$ cat config.mk
export PLATFORM = sky130hd
export DESIGN_NAME = spfq_ctrl
export DESIGN_NICKNAME = d
export VERILOG_FILES = /design/src/rtl/core/spfq_pkg.sv /design/src/rtl/core/spfq_ctrl.sv
export SDC_FILE = /design/constraint.sdc
export NUM_CORES = 1
export LEC_CHECK = 0
export BUFFER_PORTS_ARGS = -buffer_cell sky130_fd_sc_hd__buf_2
export CORE_ASPECT_RATIO = 1.5
export CORE_MARGIN = 2
export CORE_UTILIZATION = 35
export DETAILED_ROUTE_END_ITERATION = 12
export HOLD_SLACK_MARGIN = 0.03
export PLACE_DENSITY = 0.64
export SYNTH_ARGS = -nofsm -noshare
export SYNTH_HDL_FRONTEND = slang
export SYNTH_SLANG_ARGS = --single-unit
$ cat constraint.sdc
create_clock -name aclk -period 6.7 [get_ports aclk]
set_input_delay 1.34 -clock aclk [delete_from_list [all_inputs] [get_ports aclk]]
set_output_delay 1.34 -clock aclk [all_outputs]
set_load 0.05 [all_outputs]
$ cat src/rtl/core/spfq_pkg.sv
// Shared constants, status and opcode codes, and handshake structs for the
// three-level strict priority FIFO. No dependencies.
`timescale 1ns / 1ps

package spfq_pkg;

    localparam int NUM_LEVELS  = 3;
    localparam int QUEUE_DEPTH = 128;
    localparam int ID_BITS     = 16;

    // port field widths
    localparam int OP_W    = 1;
    localparam int ID_W    = 16;
    localparam int LVL_W   = 2;
    localparam int STAT_W  = 3;
    localparam int WAIT_W  = 8;
    localparam int TOTAL_W = 16;

    // derived storage widths
    localparam int KEEP_W = (ID_BITS < ID_W) ? ID_BITS : ID_W;
    localparam int PTR_W  = $clog2(QUEUE_DEPTH);
    localparam int CNT_W  = $clog2(QUEUE_DEPTH + 1);
    localparam int MEM_DEPTH = NUM_LEVELS * QUEUE_DEPTH;
    localparam int ADDR_W = $clog2(MEM_DEPTH);
    localparam int SEL_W  = $clog2(NUM_LEVELS);

    localparam logic [TOTAL_W-1:0] TOTAL_MAX = {TOTAL_W{1'b1}};

    // stream packing
    localparam int S_TDATA_W = 24;
    localparam int M_TDATA_W = 64;

    localparam logic [OP_W-1:0] OP_ARRIVE = 1'b0;
    localparam logic [OP_W-1:0] OP_SERVE  = 1'b1;

    localparam logic [STAT_W-1:0] ST_ENQUEUED = 3'd0;
    localparam logic [STAT_W-1:0] ST_SERVED   = 3'd1;
    localparam logic [STAT_W-1:0] ST_DROPPED  = 3'd2;
    localparam logic [STAT_W-1:0] ST_EMPTY    = 3'd3;
    localparam logic [STAT_W-1:0] ST_INVALID  = 3'd4;

    localparam logic [LVL_W-1:0] LVL_NONE = 2'd0;

    typedef struct packed {
        logic              we;
        logic              re;
        logic [ADDR_W-1:0] addr;
    } mem_cmd_t;

    typedef struct packed {
        logic [STAT_W-1:0]  status;
        logic [LVL_W-1:0]   served_level;
        logic [WAIT_W-1:0]  waiting_high;
        logic [WAIT_W-1:0]  waiting_mid;
        logic [WAIT_W-1:0]  waiting_low;
        logic [TOTAL_W-1:0] served_total;
    } item_res_t;

    // advance a ring pointer one slot, wrapping at the queue depth
    function automatic logic [PTR_W-1:0] ring_next(input logic [PTR_W-1:0] p);
        ring_next = (p == PTR_W'(QUEUE_DEPTH - 1)) ? '0 : p + PTR_W'(1);
    endfunction

    // flat memory address of a slot in a level's ring
    function automatic logic [ADDR_W-1:0] slot_addr(input logic [SEL_W-1:0] k,
                                                    input logic [PTR_W-1:0] p);
        slot_addr = ADDR_W'(ADDR_W'(k) * ADDR_W'(QUEUE_DEPTH)) + ADDR_W'(p);
    endfunction

endpackage

$ cat src/rtl/core/spfq_ctrl.sv
// Ring control: head and tail pointers, fill counts and the served total.
// Decides each item and issues the store access. Depends on spfq_pkg.
`timescale 1ns / 1ps

module spfq_ctrl
    import spfq_pkg::*;
(
    input  logic             aclk,
    input  logic             aresetn,
    input  logic             accept,
    input  logic [OP_W-1:0]  opcode,
    input  logic [LVL_W-1:0] level,
    output mem_cmd_t         cmd,
    output item_res_t        res
);

    logic [PTR_W-1:0]   head_reg [NUM_LEVELS];
    logic [PTR_W-1:0]   head_next [NUM_LEVELS];
    logic [PTR_W-1:0]   tail_reg [NUM_LEVELS];
    logic [PTR_W-1:0]   tail_next [NUM_LEVELS];
    logic [CNT_W-1:0]   cnt_reg [NUM_LEVELS];
    logic [CNT_W-1:0]   cnt_next [NUM_LEVELS];
    logic [TOTAL_W-1:0] total_reg;
    logic [TOTAL_W-1:0] total_next;

    always_comb begin
        logic [SEL_W-1:0] k;
        logic             found;
        head_next  = head_reg;
        tail_next  = tail_reg;
        cnt_next   = cnt_reg;
        total_next = total_reg;
        cmd        = '0;
        res        = '0;
        found      = 1'b0;
        k          = SEL_W'(level - LVL_W'(1));

        if (opcode == OP_ARRIVE) begin
            if (level == LVL_NONE) begin
                res.status = ST_INVALID;
            end else if (cnt_reg[k] == CNT_W'(QUEUE_DEPTH)) begin
                res.status = ST_DROPPED;
            end else begin
                cmd.we       = accept;
                cmd.addr     = slot_addr(k, tail_reg[k]);
                tail_next[k] = ring_next(tail_reg[k]);
                cnt_next[k]  = cnt_reg[k] + CNT_W'(1);
                res.status   = ST_ENQUEUED;
            end
        end else begin
            res.status = ST_EMPTY;
            // strict priority: first non-empty level wins
            for (int i = 0; i < NUM_LEVELS; i++) begin
                if (!found && cnt_reg[i] != '0) begin
                    found            = 1'b1;
                    cmd.re           = accept;
                    cmd.addr         = slot_addr(SEL_W'(i), head_reg[i]);
                    head_next[i]     = ring_next(head_reg[i]);
                    cnt_next[i]      = cnt_reg[i] - CNT_W'(1);
                    res.status       = ST_SERVED;
                    res.served_level = LVL_W'(i + 1);
                    if (total_reg != TOTAL_MAX) begin
                        total_next = total_reg + TOTAL_W'(1);
                    end
                end
            end
        end

        res.waiting_high = WAIT_W'(cnt_next[0]);
        res.waiting_mid  = WAIT_W'(cnt_next[1]);
        res.waiting_low  = WAIT_W'(cnt_next[2]);
        res.served_total = total_next;
    end

    always_ff @(posedge aclk) begin
        if (!aresetn) begin
            for (int i = 0; i < NUM_LEVELS; i++) begin
                head_reg[i] <= '0;
                tail_reg[i] <= '0;
                cnt_reg[i]  <= '0;
            end
            total_reg <= '0;
        end else if (accept) begin
            head_reg  <= head_next;
            tail_reg  <= tail_next;
            cnt_reg   <= cnt_next;
            total_reg <= total_next;
        end
    end

endmodule

**Word-level counts from Yosys, hierarchy flattened**

Index checks and enable logic that the tools add are counted.

- Eq/ne operators: 6
- $add $sub $neg: 13
- Muxes and demuxes: 50
- $lt $le $gt $ge: 2
- Reductions and logical operators: 13
- Bitwise gates (word level): 4

Operator list:

| operator | number |
|---|---|
| $mux 16 | 7 |
| $mux 24 | 3 |
| $mux 7 | 7 |
| $mux 8 | 6 |
| $mux 10 | 3 |
| $add 7x1->7 const B | 4 |
| $eq 7x7->1 const B | 4 |
| $mux 9 | 3 |
| $bwmux 24 | 1 |
| $reduce_bool 8->1 | 3 |
| $sub 8x1->8 const B | 3 |
| $bwmux 21 | 1 |
| $add 16x1->16 const B | 1 |
| $bmux 8 s2 | 1 |
| $demux 8 s2 | 1 |
| $ne 16x16->1 const B | 1 |
| $bmux 7 s2 | 1 |
| $demux 7 s2 | 1 |
| $mux 5 | 2 |
| $add 8x7->9 const A | 1 |
| $add 9x7->9 | 1 |
| $add 9x7->9 const A | 1 |
| $reduce_and 3->1 | 3 |
| $add 8x1->8 const B | 1 |
| 14 further kinds | 28 |

- Flip-flop bits (word level): 82
- Word-level logic and storage cells: 98
- Bits of input ports: 6
- Output and inout port bits: 56

**Logic depth before layout (Yosys ltp)**

Gate-level depths: netlist of run 1.

- Word-level depth: 11
- Depth in mapped cells: 17
- Gate-level depth less buffers: 10

**Least setup slack after synthesis of run 1**

Ideal clock, no wire load.

- Path type: input port to output port
- Start: input port level[0]
- End: output port res[31] in the netlist's numbering
- Path buffers: 7
- Stages: 16
- Required time: 5.360 ns
- Slack: -0.059 ns
- Data arrival time: 5.419 ns
- Cells stage by stage: buf_2 > clkbuf_1 > inv_1 > ha_1 > buf_2 > buf_2 > mux2_2 > a22oi_1 > ha_1 > and4_1 > buf_2 > a21o_1 > buf_4 > buf_2 > a21oi_1 > a211oi_1

RTL lines:

| what | RTL line | RTL |
|---|---|---|
| from (decl) | spfq_ctrl.sv:12 | `input logic [LVL_W-1:0] level,` |
| to (decl) | spfq_ctrl.sv:14 | `output item_res_t res` |

==> results of run 1 <==
-- area by class of cell --
cell class                      count  area, sq um
Fill cell                        1726         9660
Multi-Input combinational cell    588         3810
Sequential cell                    82         1640
Timing Repair Buffer               73          395
Tap cell                          206          258
Clock buffer                        9          225
Inverter                           21         78.8
Clock inverter                      6         52.6
-- layout by cell type, fill, tap and decap left out, types with 12 or more instances in the layout --
cell type / instances
o21ai_0: 35
nor4_1: 13
nand4_1: 25
a22oi_1: 12
a31o_2: 16
mux2_2: 16
inv_1: 18
ha_1: 16
xor2_1: 25
nor2_1: 77
nand3_1: 34
buf_2: 61
buf_4: 12
nand2_1: 74
dfxtp_1: 82
a21oi_1: 36
xnor2_1: 24
nor3_1: 32
-- metrics by stage --
stage | hold WS [ps] | std cells
2_1_floorplan | 433 | 739
4_1_cts | 457 | 985
6_report | 456 | 985
3_5_place_dp | 448 | 970
3_3_place_gp | 444 | 970
5_1_grt | 479 | 985
-- logic make-up (layout without fill, tap and decap cells) --
| family | after synthesis | after routing |
|---|---|---|
| and+or+nand+nor | 310 | 310 |
| AOI/OAI and AO/OA | 191 | 191 |
| DFF | 82 | 82 |
| buffers and inverters | 69 | 109 |
| xor gates and xnor gates | 49 | 49 |
| muxes | 22 | 22 |
| adders and majority gates | 16 | 16 |
-- metal layers --
metal  track usage  vias to the layer above  wire length, microns
li1              -                     2799                     -
met3        0.0264                       46                   887
met1         0.246                     2736                  7310
met4         0.102                        0                   766
met5             0                        -                     0
met2         0.359                      220                  8940
-- worst max-delay path, delay by kind of cell --
kind	cells	cell delay (ps)
adder cells (fa/ha/maj)	1	350
AO/OA/AOI/OAI	3	1090
buffers and inverters	4	710
AND/OR/NAND/NOR	2	660
multiplexers	1	380
-- power breakdown --
group / total [W] / internal, W / leakage, nW / switching [W]
clock: 0.000477 / 0.000254 / 0.130 / 0.000222
sequential: 0.000528 / 0.000502 / 0.663 / 0.0000266
combinational: 0.000480 / 0.000128 / 1.70 / 0.000351
total: 0.00148 / 0.000884 / 2.49 / 0.000600
-- worst min path at each step --
stage | slack (ps) | to | depth (start not counted)
2_1_floorplan | 430 | tail_reg[14]$_SDFFE_PN0P_ | 2
3_3_place_gp | 440 | tail_reg[14]$_SDFFE_PN0P_ | 2
3_5_place_dp | 450 | tail_reg[14]$_SDFFE_PN0P_ | 2
4_1_cts | 460 | tail_reg[14]$_SDFFE_PN0P_ | 2
5_1_grt | 480 | tail_reg[20]$_SDFFE_PN0P_ | 2
6_report | 460 | tail_reg[14]$_SDFFE_PN0P_ | 2
==> impl_metrics.ini, run 1 <==
[outcome]
status = complete, no violations

[logic_synthesis]
syn_avg_cell_area_sq_um = 7.76
yosysUniqueCellTypes = 67
synth_top_area_frac = 0.286
synthMuxAreaShare = 0.0419
synthCells = 739
yosys.area_share.simple = 0.277
ys_top_cells_by_area = dfxtp_1 29%, nor2_1 5.0%, nand2_1 4.8%, xor2_1 3.8%, xnor2_1 3.7%
synth_edf_count = 0
synth_commonest_cells = 82 x dfxtp_1, 77 x nor2_1, 74 x nand2_1
synthArstFlopShare = 0
synth_top_family_by_area = simple AND/OR/NAND/NOR gates
synth_fp_nets = 761
synth-seq-cells = 82
synth.most_common_cell = dfxtp_1
netlist_area_sq_um = 5740
synthFlopType = dfxtp_1
ys_seq_area_frac = 0.286
synth-warning-count = 0
synth_fa_ha_area_frac = 0.0349
synth_top_area_cell = dfxtp_1
synth_xor_area_frac = 0.0748
synth_compound_area_frac = 0.232

[placement]
placed_area_sq_um = 6180
pre_cts_ws_ps = 862
routabilityCongestion = 0.951
dpl.hpwl_microns = 13000
io_buffer_count = 61

[cells_and_area]
final_area_sq_um = 6460
final_util = 0.401
area_growth_pct = 12.6
drive_gt1_frac = 0.182
largest_reg_flops = 24
fin_nets = 797
antenna_cells = 0

[clocking]
cts.sinks = 82
cts_hold_buf = 0
cts_tree = done
clock_latency_ps = 350
cts_resized = 0
cts_buffer_depth = 2
cts-root-buf = clkbuf_16
cts.htree.levels = 3
cts_buffers = 9
postCtsSetupBuffers = 0
cts.clk_slew.worst_paths_ps = 70

[setup_path]
startpoint = level[1]
crit_end = res[16]
end_kind = output port
path_max_fanout = 18
path_cells = buf_2 -> inv_1 -> ha_1 -> buf_4 -> mux2_2 -> a22oi_1 -> and4_1 -> a21o_1 -> o22ai_1 -> nor2_1 -> buf_2
reg2reg_from = cnt_reg[16]$_SDFFE_PN0P_
reg2reg_depth = 8
reg2reg_to = cnt_reg[2]$_SDFFE_PN0P_
cp_slowest_cell = a21o_1
critical_path_class = input pin to output port
reg2reg_slack_ps = 3290
cpMostUsedCell = buf_2
required_ps = 5360
crit_path_start_kind = input pin
max_stage_delay_ps = 570
crit_arrival_ps = 4560

[timing]
finalCritPeriodShare = 0.880
setup_slack_ps = 801
setup_violations = 0
fmax_mhz = 170
hold_violations = 0
rsz0062_at_grt = no
slew_headroom = 0.228
fin_skew_ps = 7.02
drv_slew = 0
worst_pin_slew_ps = 1150
fin_crit_ps = 5900
tns_ps = 0

[flow_run]
maxCapViolCount = 0

[grt]
grt_antenna_before_repair = 0
grt_pass1_vias = 5455
grt_use_total = 0.207
grt.overflow.total = 0
grt_max_degree = 56
grt_pass1_wl_microns = 28600

[detailed_routing]
wl_microns = 17900
num_vias = 5801
drc = 0
first_pass_iters = 5
drt_iter0_markers = 453
vias_per_cell = 5.89
antenna_left = 0
wl_per_cell_microns = 18.2

[power_and_ir_drop]
peakVddDrop_uv = 111
finalPower_w = 0.00148
power_density_nw_per_um2 = 230
power.leakage_nw = 2.49

[die]
start_util = 0.356
top_level_ports = 62
fp.dieW_microns = 109
rows = 57
dieArea_sq_um = 17500
die_y_microns = 161
core_sq_um = 16100

[hold_path]
hold_class = register to register
hp-start = tail_reg[14]$_SDFFE_PN0P_
Power figures use the tool's default switching activity.
==> inputs of run 2 (changes only) <==
CORE_ASPECT_RATIO = 1.1   (was 1.5)
==> run 2 against run 1 <==
Net effect:
- worst setup slack gained 8.0 ps
- first-iteration DRC count rose by 28%
- final area rose by 0.47%
- critical path type unchanged
- critical endpoint is now res[22]
- largest power group unchanged
- highest routed layer unchanged
==> impl_metrics.ini, run 2 (synthesis gave the netlist of run 1 again) <==
[outcome]
status = complete, no violations

[cells_and_area]
final_cell_mix = 82 x dfxtp_1, 77 x nor2_1, 74 x nand2_1, 61 x buf_2, 36 x a21oi_1
layout_commonest_cell = dfxtp_1
area_growth_pct = 13.1
drive_gt1_frac = 0.184
fin_cells = 985
fin_nets = 798
antenna_cells = 0
largest_reg_flops = 24
final_area_sq_um = 6490

[clocking]
cts_tree = done
cts_buffers = 9
cts_resized = 0
cts.htree.levels = 3
clock_latency_ps = 350
postCtsSetupBuffers = 0
cts_hold_buf = 0
cts.clk_slew.worst_paths_ps = 60
cts.sinks = 82
cts-root-buf = clkbuf_16
cts_buffer_depth = 2

[timing]
setup_violations = 0
tns_ps = 0
hold_violations = 0
fin_crit_ps = 5890
rsz0062_at_grt = no
whs_ps = 467
worst_pin_slew_ps = 1150
finalCritPeriodShare = 0.879
fin_skew_ps = 12.3
fmax_mhz = 170
slew_headroom = 0.226
drv_slew = 0

[placement]
place_inst = 969
dpl.hpwl_microns = 12900
io_buffer_count = 61
routabilityCongestion = 0.934
placed_area_sq_um = 6180

[power_and_ir_drop]
power.leakage_nw = 2.50
finalPower_w = 0.00153
power_density_nw_per_um2 = 236
peakVddDrop_uv = 120

[grt]
grt_pass1_wl_microns = 28900
grt_pass1_vias = 5388
grt.overflow.total = 0
grt_max_degree = 56
grt_antenna_before_repair = 0
grt_use_total = 0.206

[setup_path]
reg2reg_from = cnt_reg[16]$_SDFFE_PN0P_
path_max_fanout = 17
reg2reg_to = cnt_reg[2]$_SDFFE_PN0P_
critical_path_class = input pin to output port
crit_arrival_ps = 4550
crit_path_start_kind = input pin
reg2reg_slack_ps = 3310
reg2reg_depth = 8
end_kind = output port
required_ps = 5360

[detailed_routing]
num_vias = 5764
drt_iter0_markers = 581
first_pass_iters = 5
drc = 0
vias_per_cell = 5.85
antenna_left = 0
wl_microns = 18100
wl_per_cell_microns = 18.4

[hold_path]
whs_path_depth = 2
min_to = tail_reg[15]$_SDFFE_PN0P_
hold_class = register to register
hp-start = tail_reg[15]$_SDFFE_PN0P_

[die]
rows = 49
top_level_ports = 62
start_util = 0.354
dieArea_sq_um = 17400
fp.dieW_microns = 126
die_y_microns = 138
core_sq_um = 16200

[flow_run]
maxCapViolCount = 0
## run 2: changes by cell type in the layout (fill, tap and decap cells not counted)
| cell | change |
|---|---|
| bufinv_16 | +1 |
| buf_4 | +1 |
| inv_8 | -1 |
| clkinvlp_4 | +2 |
| clkinv_4 | -1 |
## run 2: cell type report
cell class,count,area [sq um]
fill,1693,9700
timing repair buffer,74,403
clock buffer,9,225
inverter,21,78.8
tap,204,255
clock inverter,7,77.6
multi-input combinational,588,3810
sequential,82,1640
## run 2: stage by stage
step | setup WS [ps] | util
after detailed placement | 889 | 0.382
final | 809 | 0.401
after global routing | 547 | 0.401
after global placement | 907 | 0.382
after CTS | 846 | 0.401
after floorplan | 99.9 | -
## run 2: worst max path at each step
stage / from / endpoint / slack, ps / cells past startpoint
4_1_cts: level[1] / res[22] / 850 / 11
3_5_place_dp: level[1] / res[22] / 890 / 11
2_1_floorplan: level[0] / res[22] / 100 / 14
3_3_place_gp: level[1] / res[22] / 910 / 11
5_1_grt: level[1] / res[22] / 550 / 11
6_report: level[1] / res[22] / 810 / 11
## run 2: worst max-delay path: stages
cell and delay [ps]:
buf_2 110, inv_1 60, ha_1 460, nor2b_1 260, buf_4 270, a22oi_1 190, and4_1 380, a21oi_2 700
nor3_1 160, a211oi_1 300, buf_2 320
## run 2: per-layer routing
metal,routed length [microns],vias up,GRT usage
li1,-,2815,-
met1,7820,2695,0.264
met2,8410,213,0.327
met3,1240,41,0.0410
met4,643,0,0.106
met5,0,-,0
## run 2: where the power goes
group	internal, W	switching [W]
clock network	0.000291	0.000227
logic	0.000129	0.000352
registers	0.000501	0.0000283
==> inputs of run 3 (changes only) <==
ABC_AREA = 1   (was not set)
==> run 3 against run 2 <==
Net effect:
- die area up 10%
- utilization decreased by 0.090 points
- clock skew decreased by 0.99 ps
- cell count increased by 33%
- critical path depth increased by 2
- routed wire length grew 1.9%
- non-clock buffer count is 7 lower
- fmax increased by 4.3%
- worst setup slack improved by 250 ps
- hold slack worse by 4.5 ps
- count of clock-buffer cells in the layout did not move
- sequential share of layout area fell by 2.2 points
==> impl_metrics.ini, run 3 <==
[setup_path]
crit_arrival_ps = 4310
startpoint = level[0]
required_ps = 5360
reg2reg_from = cnt_reg[16]$_SDFFE_PN0P_
reg2reg_slack_ps = 3540
path_cells = buf_2 -> inv_4 -> ha_1 -> inv_2 -> nand2_1 -> nand3_1 -> ha_1 -> nand2_2 -> nor2_2 -> nand2_8 -> nand3_1 -> o22ai_1 -> buf_2
path_max_fanout = 20
max_stage_delay_ps = 830
crit_path_start_kind = input pin
cp_slowest_cell = ha_1
reg2reg_to = total_reg[0]$_SDFFE_PN0P_
reg2reg_depth = 13
end_kind = output port
critical_path_class = input pin to output port

[power_and_ir_drop]
finalPower_w = 0.00157
peakVddDrop_uv = 134
power_density_nw_per_um2 = 221
power.leakage_nw = 3.47

[logic_synthesis]
ys_seq_area_frac = 0.258
synth_edf_count = 0
synth_commonest_cells = 278 x nand2_1, 130 x nand3_1, 118 x inv_1
synth_top_area_frac = 0.258
yosysUniqueCellTypes = 46
ys_top_cells_by_area = dfxtp_1 26%, nand2_1 16%, nand3_1 10%, inv_1 7.0%, a21oi_1 6.7%
syn_avg_cell_area_sq_um = 6.15
synthCells = 1032
synth-warning-count = 0
synthFlopType = dfxtp_1
synth.most_common_cell = nand2_1
synth-seq-cells = 82
synth_fp_nets = 1054
synth_top_area_cell = dfxtp_1
synthArstFlopShare = 0
netlist_area_sq_um = 6350

[timing]
worst_pin_slew_ps = 1120
finalCritPeriodShare = 0.843
fmax_mhz = 177
fin_crit_ps = 5650
drv_slew = 0
rsz0062_at_grt = no
hold_violations = 0
setup_violations = 0
tns_ps = 0
slew_headroom = 0.248
fin_skew_ps = 11.3

[clocking]
cts_buffer_depth = 2
cts_resized = 0
cts.sinks = 82
cts_hold_buf = 0
postCtsSetupBuffers = 0
clock_latency_ps = 360
cts_tree = done
cts.htree.levels = 3
cts.clk_slew.worst_paths_ps = 70
cts_buffers = 9
cts-root-buf = clkbuf_16

[placement]
routabilityCongestion = 0.902
place_inst = 1297
placed_area_sq_um = 6780
dpl.hpwl_microns = 13500
io_buffer_count = 61

[grt]
grt_pass1_wl_microns = 29900
grt_max_degree = 42
grt_pass1_vias = 5917
grt.overflow.total = 0
grt_antenna_before_repair = 0
grt_use_total = 0.190

[cells_and_area]
final_util = 0.400
antenna_cells = 0
final_area_sq_um = 7090
largest_reg_flops = 24
fin_cells = 1312
area_growth_pct = 11.7
layout_commonest_cell = nand2_1
final_cell_mix = 278 x nand2_1, 130 x nand3_1, 118 x inv_1, 85 x a21oi_1, 82 x dfxtp_1
nFillCells = 1987
fin_nets = 1092
drive_gt1_frac = 0.137

[detailed_routing]
vias_per_cell = 5.03
drt_iter0_markers = 419
wl_microns = 18500
first_pass_iters = 4
drc = 0
wl_per_cell_microns = 14.1
num_vias = 6597
antenna_left = 0

[die]
die_y_microns = 145
rows = 51
dieArea_sq_um = 19200
start_util = 0.358
core_sq_um = 17700
fp.dieW_microns = 132
top_level_ports = 62

[flow_run]
maxCapViolCount = 0

[hold_path]
min_to = tail_reg[16]$_SDFFE_PN0P_
whs_path_depth = 2
hold_class = register to register
hp-start = tail_reg[16]$_SDFFE_PN0P_

[outcome]
status = complete, no violations
-- run 3: final cells by class --
class	instances	area [sq um]	share of cell area
clock buffer	9	225	0.0317
sequential	82	1640	0.231
inverter	140	528	0.0744
timing repair buffer	67	350	0.0494
tap	238	298	0.0420
multi-input combinational	770	3960	0.558
clock inverter	6	90.1	0.0127
-- run 3: per-stage QoR --
| step | setup WS [ps] | hold slack, ps |
|---|---|---|
| floorplan | 1290 | 439 |
| global placement | 1170 | 450 |
| CTS | 1070 | 464 |
| detailed placement | 1090 | 453 |
| finish | 1050 | 462 |
| global route | 809 | 492 |
-- run 3: worst max-delay path by stage --
stage                     cells past startpoint  endpoint  slack (ps)
after floorplan                              15    cmd[0]        1290
after global placement                       13    cmd[8]        1170
after detailed placement                     13    cmd[2]        1090
after CTS                                    13    cmd[2]        1070
after global routing                         13    cmd[2]         810
final                                        13    cmd[2]        1050
-- run 3: kinds of logic after synthesis --
| kind of cell | after synthesis | share of synthesized area |
|---|---|---|
| xor+xnor | 26 | 0.0370 |
| fa+ha+maj | 16 | 0.0315 |
| buf+inv | 180 | 0.118 |
| flops | 82 | 0.258 |
| simple gates | 561 | 0.413 |
| compound gates | 167 | 0.142 |
-- run 3: metal layers --
layer | vias up | share of wire | global-route usage
met2 | 204 | 0.45 | 0.299
li1 | 3426 | - | -
met5 | - | 0 | 0
met4 | 0 | 0.022 | 0.0683
met1 | 2935 | 0.46 | 0.261
met3 | 32 | 0.059 | 0.0321
-- run 3: critical path, delay by kind of cell --
kind	cells	cell delay (ps)
compound gates	1	290
buf+inv	4	770
fa+ha+maj	2	1050
simple gates	6	840
-- run 3: where the power goes --
part	internal [W]	switching (W)
combinational	0.000122	0.000372
sequential	0.000509	0.0000177
clock	0.000326	0.000220
total	0.000957	0.000610
